**src/hdl/fsc_pkg.sv**
```systemverilog
`default_nettype none
package fsc_pkg;

   localparam int FRAC_BITS  = 16;
   localparam int DIV_W      = 32 + FRAC_BITS;
   localparam int ACC_W      = 67;
   localparam int PROD_W     = 66;
   localparam int SQRT_STEPS = 32;
   localparam int CNT_W      = $clog2(DIV_W + 1);
   localparam int REQ_DATA_W = 168;
   localparam int RSP_DATA_W = 8;

   typedef enum logic [1:0] {
      ACT_LOAD    = 2'd0,
      ACT_EXTRACT = 2'd1,
      ACT_TEST    = 2'd2,
      ACT_NONE    = 2'd3
   } action_type;

   typedef enum logic [3:0] {
      S_IDLE, S_RAW_W, S_RAW_C, S_SQ_MUL, S_SQ_ACC, S_SQRT, S_SQRT_WAIT,
      S_DIV, S_DIV_WAIT, S_RAW_STORE, S_T_MUL, S_T_ACC, S_DONE
   } state_type;

   typedef struct packed {
      logic start;
      logic sqrt_mode;
   } unit_req_type;

   typedef struct packed {
      logic busy;
      logic done;
   } unit_rsp_type;

endpackage
`default_nettype wire

```
**src/hdl/fsc_root_div.sv**
```systemverilog
`default_nettype none
module fsc_root_div (
   input  wire                      clock,
   input  wire                      reset,
   input  wire fsc_pkg::unit_req_type unit_req,
   input  wire  [63:0]              op_a,
   input  wire  [31:0]              op_b,
   output fsc_pkg::unit_rsp_type    unit_rsp,
   output logic [63:0]              result
);
   import fsc_pkg::*;

   logic [63:0]      shift_ff, shift_in;
   logic [33:0]      rem_ff, rem_in;
   logic [63:0]      q_ff, q_in;
   logic [31:0]      den_ff, den_in;
   logic [CNT_W-1:0] cnt_ff, cnt_in;
   logic             sqrt_ff, sqrt_in;
   logic             busy_ff, busy_in;
   logic             done_ff, done_in;
   logic [35:0]      rem_sh, trial;
   logic [36:0]      diff;
   logic             ge;

   // one restoring step: shared subtract and compare for root and quotient
   always_comb begin
      if (sqrt_ff) begin
         rem_sh = {rem_ff, shift_ff[63:62]};
         trial  = {2'b00, q_ff[31:0], 2'b01};
      end else begin
         rem_sh = {1'b0, rem_ff, shift_ff[63]};
         trial  = {4'b0000, den_ff};
      end
      diff = {1'b0, rem_sh} - {1'b0, trial};
      ge   = ~diff[36];
   end

   always_comb begin
      shift_in = shift_ff;
      rem_in   = rem_ff;
      q_in     = q_ff;
      den_in   = den_ff;
      cnt_in   = cnt_ff;
      sqrt_in  = sqrt_ff;
      busy_in  = busy_ff;
      done_in  = 1'b0;
      if (unit_req.start) begin
         sqrt_in = unit_req.sqrt_mode;
         den_in  = op_b;
         rem_in  = '0;
         q_in    = '0;
         busy_in = 1'b1;
         if (unit_req.sqrt_mode) begin
            shift_in = op_a;
            cnt_in   = CNT_W'(SQRT_STEPS);
         end else begin
            shift_in = {op_a[DIV_W-1:0], {(64-DIV_W){1'b0}}};
            cnt_in   = CNT_W'(DIV_W);
         end
      end else if (busy_ff) begin
         rem_in   = ge ? diff[33:0] : rem_sh[33:0];
         q_in     = {q_ff[62:0], ge};
         shift_in = sqrt_ff ? {shift_ff[61:0], 2'b00} : {shift_ff[62:0], 1'b0};
         cnt_in   = cnt_ff - 1'b1;
         if (cnt_ff == CNT_W'(1)) begin
            busy_in = 1'b0;
            done_in = 1'b1;
         end
      end
   end

   always_ff @(posedge clock) begin
      shift_ff <= shift_in;
      rem_ff   <= rem_in;
      q_ff     <= q_in;
      den_ff   <= den_in;
      sqrt_ff  <= sqrt_in;
      if (reset) begin
         cnt_ff  <= '0;
         busy_ff <= 1'b0;
         done_ff <= 1'b0;
      end else begin
         cnt_ff  <= cnt_in;
         busy_ff <= busy_in;
         done_ff <= done_in;
      end
   end

   assign unit_rsp.busy = busy_ff;
   assign unit_rsp.done = done_ff;
   assign result        = q_ff;

endmodule
`default_nettype wire
```
**config.mk**
```make
export PLATFORM = sky130hd
export DESIGN_NAME = fsc_root_div
export DESIGN_NICKNAME = d
export VERILOG_FILES = /design/src/hdl/fsc_pkg.sv /design/src/hdl/fsc_root_div.sv
export SDC_FILE = /design/constraint.sdc
export NUM_CORES = 1
export LEC_CHECK = 0
export ABC_AREA = 1
export BUFFER_PORTS_ARGS = -buffer_cell sky130_fd_sc_hd__buf_2
export CAP_MARGIN = 10
export CORE_ASPECT_RATIO = 2
export CORE_MARGIN = 4
export CORE_UTILIZATION = 55
export DETAILED_ROUTE_END_ITERATION = 10
export GPL_ROUTABILITY_DRIVEN = 0
export PLACE_DENSITY = 0.8
export SLEW_MARGIN = 20
export SYNTH_ARGS = -nofsm -noshare
export SYNTH_HDL_FRONTEND = slang
export SYNTH_SLANG_ARGS = --single-unit
```
**constraint.sdc**
```tcl
create_clock -name clock -period 3.7 [get_ports clock]
set_input_delay 0.37 -clock clock [delete_from_list [all_inputs] [get_ports clock]]
set_output_delay 0.37 -clock clock [all_outputs]
set_load 0.01 [all_outputs]
```
==> results of run 1 <==
placed cells by master (no fill, tap or decap), types with 5 or more instances in the layout:
cell type,n
nand2_1,404
o32ai_1,15
buf_2,165
edfxtp_1,97
a21oi_1,28
nand4_1,9
o22ai_1,63
o221ai_1,47
dfxtp_1,106
inv_2,6
clkbuf_16,20
inv_1,250
o21ai_0,76
o21bai_1,5
nor3_1,6
mux2i_1,14
o211ai_1,33
nand3_1,95
ha_1,36
nor2_1,95
or2_2,38
buf_4,17
o21ai_1,9
nand2_2,5
clkbuf_1,8
xor2_1,13
final timing paths:
kind | to | cells past startpoint | slack, ns
worst max-delay path | rem_ff[2]$_SDFFE_PP0P_ | 12 | 0.27
worst min-delay path | den_ff[17]$_DFFE_PP_ | 1 | 0.04
worst max register to register | rem_ff[2]$_SDFFE_PP0P_ | 12 | 0.27
worst min register to register | result[63]$_SDFFE_PP0P_ | 2 | 0.45
routing by layer:
metal	up-vias	routed length (um)
met5	-	0
met3	164	2090
met2	481	18500
li1	5455	-
met4	0	2730
met1	5183	11700
cell families after synthesis:
logic type / count (synthesis) / synth area share
mux: 14 / 0.0118
flops: 203 / 0.424
compound gates: 285 / 0.158
xor+xnor: 16 / 0.0118
simple gates: 672 / 0.243
fa+ha+maj: 37 / 0.0397
buf+inv: 336 / 0.111
flip-flops by register name (all words and copies together) (netlist names):
register,cells
result,64
den_ff,32
cnt_ff,6
rem_ff,34
shift_ff,64
sqrt_ff,1
busy_ff,1
done_ff,1
through the flow:
stage          instance area, um^2  instances  total power, mW
6_report                     13400       1974             7.40
3_5_place_dp                 12900       1940             5.54
2_1_floorplan                11900       1563             4.85
5_1_grt                      13400       1974             7.85
4_1_cts                      13400       1973             7.38
3_3_place_gp                 12900       1940             5.51
power by group:
part / switching (mW) / internal (mW) / leakage (nW)
logic: 1.89 / 0.931 / 4.25
registers: 0.138 / 2.61 / 1.84
clock network: 0.833 / 0.998 / 0.264
worst register-to-register path, cell delays in order, from the launching register on:
cell and delay [ns]:
edfxtp_1 0.44, buf_12 0.25, o21ai_0 0.62, ha_1 0.43, nand2_2 0.16, inv_2 0.05
a21oi_2 0.22, o21ai_2 0.12, a21oi_4 0.36, buf_4 0.35, nand3_1 0.13, nand3_1 0.10
o21ai_1 0.08
area by class of cell:
class                   instances  area (um^2)
fillers                      1863         7690
inverters                     260          980
multi-input cells            1024         5520
clock buffers                  28          531
diodes                          1         2.50
clock inverters                 5         28.8
repair buffers                184          993
well taps                     269          337
flip-flops and latches        203         5030
==> out/results.ini, run 1 <==
[yosys]
synthCells=1563
ys_top_cells_by_count=404 x nand2_1, 250 x inv_1, 106 x dfxtp_1
yosysUniqueCellTypes=49
synth.avg_cell_area_um2=7.59
synth_warnings=0
synth_edf_count=97
synthTopCellsByArea=edfxtp_1 25%, dfxtp_1 18%, nand2_1 13%
synth.largest_area_cell=edfxtp_1
syn_nets=1700
synth-async-reset-ratio=0
netlist_area_mm2=0.0119
seq_area_frac_synth=0.424
synth_top_flop_cell=dfxtp_1
post-synth-top-count-cell=nand2_1
synth-seq-cells=203
synth_top_area_frac=0.246

[global_route]
grt_pass1_vias=11500
track_usage=0.284
grt_overflow=0
use_met2=0.519
grt_max_degree=103
use_met3=0.0404
met1_usage=0.291
antenna_found_initial=1
grt_pass1_wl_um=55700
grt-busiest-layer=met2

[clock_tree]
clkTransAtPathRegs_ns=0.06
cts_setup_buffers=0
cts_buffers=19
cts_tree=done
htreeDepth=1
postCtsHoldBufs=0
cts-root-buf=clkbuf_16
insertion_delay_ns=0.51
cts_resized=0
clkSinkCount=203
cts_max_path_buffers=3

[critical_path]
required_ns=4.05
slowest_stage=o21ai_0
crit_path_start=sqrt_ff$_DFFE_PP_
path_delay_family=compound AO/OA/AOI/OAI gates
crit_type=reg -> reg
r2r-start=sqrt_ff$_DFFE_PP_
crit_top_cell=nand3_1
endpoint_kind=flop
cp_cell_sequence=buf_12 > o21ai_0 > ha_1 > nand2_2 > inv_2 > a21oi_2 > o21ai_2 > a21oi_4 > buf_4 > nand3_1 > nand3_1 > o21ai_1
worstPathMaxFanout=102
cpPeakStageDelay_ns=0.57
cp-start-kind=flop
critPathArrivalTime_ns=3.78
path_buf_inv=3

[final_layout]
final_util=0.636
nets=1829
drive_above_1_share=0.162
syn_to_final_growth_pct=13.2

[floorplanning]
ioPinCount=166
coreArea_mm2=0.0211
rows=75
dieArea_mm2=0.0241
dieHeight_um=216
die_x_um=112
start_util=0.562

[drt]
dr.pass1.iters=6
ant_nets=0
viasPerCell=5.72
wire_per_inst_um=17.8
drt-initial-drc-count=732
via_count=11300
wl_um=35100
drc=0

[power_and_ir_drop]
peakVddDrop_mv=0.453
p_leak_nw=6.35
power_density_mw_per_mm2=551

[timing]
worstMarginPinSlew_ns=0.986
timing.final.ws_setup_ns=0.272
setup_viol=0
slew_headroom=0.343
whs_ns=0.0418
fin_crit_sh=0.927
setup-tns-final_ns=0
hold_violations=0
finalClockSkew_ns=0.0229
post-route-min-period_ns=3.43
rsz0062_at_grt=no
slew_viol_final=0
fmaxAchievable_mhz=292

[job]
cap_violations=0

[min_path]
min-delay-start=op_b[17]
hold_path_class=in -> reg

[place]
place_ws_ns=0.474
numPortBuffers=165
hpwl_um=26600

[status]
status=finished, final reports clean

Note: power is estimated with default switching activity, not from simulation.
==> inputs of run 2 (changes only) <==
- clock period: 3.7 -> 3.34 ns (I/O delays scaled with it)
==> out/results.ini, run 2 (synthesis results as in run 1) <==
[final_layout]
nFillCells=1818
mostFrequentLayoutCells=404 x nand2_1, 251 x inv_1, 165 x buf_2
nets=1850
fin_area_mm2=0.0137
multi_input_area_mm2=0.00552
num_antenna_cells=0
syn_to_final_growth_pct=15.2
final_util=0.647
drive_above_1_share=0.167
final_common_cell=nand2_1
regArea_mm2=0.00503

[clock_tree]
cts-root-buf=clkbuf_16
clkTransAtPathRegs_ns=0.07
cts_tree=done
cts_max_path_buffers=3
cts_buffers=19
htreeDepth=1
clkSinkCount=203
insertion_delay_ns=0.51

[critical_path]
worstPathMaxFanout=41
crit_type=reg -> reg
cp_cell_sequence=buf_4 > clkbuf_16 > or2_2 > ha_1 > inv_1 > fa_1 > nand2_1 > nand3_1 > and2_1 > nand2_1 > nand3_2 > nand2_4 > nand2_8 > buf_4 > nand2_1 > nand2_1 > nand2_1 > nand2_1
slowest_stage=edfxtp_1
crit_top_cell=nand2_1
critPathArrivalTime_ns=3.63
r2r_end=rem_ff[6]$_SDFFE_PP0P_
rr_worst_depth=18
r2r-start=sqrt_ff$_DFFE_PP_
cpPeakStageDelay_ns=0.43
cp-start-kind=flop
reg2reg_slack_ns=0.14
path_delay_family=simple AND/OR/NAND/NOR gates
required_ns=3.77
endpoint_kind=flop
path_buf_inv=4

[timing]
finalClockSkew_ns=0.0276
setup-tns-final_ns=0
hold_violations=0
timing.final.ws_setup_ns=0.143
slew_headroom=0.437
post-route-min-period_ns=3.20
fmaxAchievable_mhz=313
fin_crit_sh=0.957
worstMarginPinSlew_ns=0.842
setup_viol=0
slew_viol_final=0

[global_route]
track_usage=0.289
grt_pass1_vias=11400
grt_pass1_wl_um=56700
antenna_found_initial=0
grt_max_degree=82
grt_overflow=0

[power_and_ir_drop]
power_mw=8.31
peakVddDrop_mv=0.508
p_leak_nw=6.49
power_density_mw_per_mm2=609

[drt]
dr_wl_met2_um=18700
highest_layer=met4
ant_nets=0
drc=0
wl_met1_um=12100
wl_um=36100
drt-initial-drc-count=851
dr.pass1.iters=5
wire_per_inst_um=18.1
via_count=11500
viasPerCell=5.75
dr_wl_met3_um=2300

[floorplanning]
coreArea_mm2=0.0211
rows=75
ioPinCount=166
start_util=0.562
die_x_um=112
dieHeight_um=216
dieArea_mm2=0.0241

[status]
status=finished, final reports clean

[min_path]
holdPathEnd=den_ff[26]$_DFFE_PP_
min-delay-start=op_b[26]
hold_path_depth=1
hold_path_class=in -> reg

[job]
cap_violations=0

[place]
placed_cell_area_mm2=0.0129
hpwl_um=26900
numPortBuffers=165
place_ws_ns=0.214

==> run 2: cell type report <==
type,instances,area share
Clock inverter,6,0.00275
Clock buffer,28,0.0403
Inverter,260,0.0716
Sequential cell,203,0.369
Multi-Input combinational cell,1024,0.404
Tap cell,269,0.0246
Timing Repair Buffer,205,0.0883
==> run 2: timing repair <==
item	CTS	global route
hold buffers	12	0
endpoints found under the hold margin	12	0
resized for setup	0	7
endpoints found under the setup margin	0	15
buffers inserted	0	3
==> run 2: metrics by stage <==
step | instances | hold slack, ns
finish | 1995 | 0.0202
global route | 1995 | 0.000777
CTS | 1991 | 0.00162
detailed placement | 1945 | 0.441
global placement | 1945 | 0.438
floorplan | 1563 | 0.412
==> run 2: layer usage <==
metal  vias up  GRT usage
met5         -          0
met1      5269      0.300
met3       168     0.0384
met4         0      0.203
li1       5507          -
met2       531      0.528
==> run 2: power by group <==
part / internal [mW] / total, mW / switching (mW) / leakage (nW)
Clock: 1.16 / 2.09 / 0.935 / 0.293
Sequential: 2.89 / 3.05 / 0.158 / 1.84
Combinational: 1.07 / 3.17 / 2.10 / 4.35
Total: 5.12 / 8.31 / 3.19 / 6.49
==> run 2: how the worst max path moves through the flow <==
stage | startpoint | slack [ns] | endpoint | depth (start not counted)
floorplan | unit_req[1] | 0.27 | shift_ff[0]$_SDFFCE_PN0P_ | 4
global placement | sqrt_ff$_DFFE_PP_ | 0.33 | rem_ff[4]$_SDFFE_PP0P_ | 17
detailed placement | sqrt_ff$_DFFE_PP_ | 0.21 | rem_ff[7]$_SDFFE_PP0P_ | 17
CTS | sqrt_ff$_DFFE_PP_ | 0.19 | rem_ff[7]$_SDFFE_PP0P_ | 17
global route | sqrt_ff$_DFFE_PP_ | -0.01 | rem_ff[7]$_SDFFE_PP0P_ | 18
finish | sqrt_ff$_DFFE_PP_ | 0.14 | rem_ff[6]$_SDFFE_PP0P_ | 18
==> run 2: worst reg2reg max path, stage by stage (launching register included) <==
cell and delay [ns]:
edfxtp_1 0.43, buf_4 0.18, clkbuf_16 0.21, or2_2 0.31, ha_1 0.20, inv_1 0.11, fa_1 0.20, nand2_1 0.06
nand3_1 0.11, and2_1 0.21, nand2_1 0.14, nand3_2 0.14, nand2_4 0.11, nand2_8 0.21, buf_4 0.24, nand2_1 0.08
nand2_1 0.07, nand2_1 0.05, nand2_1 0.08
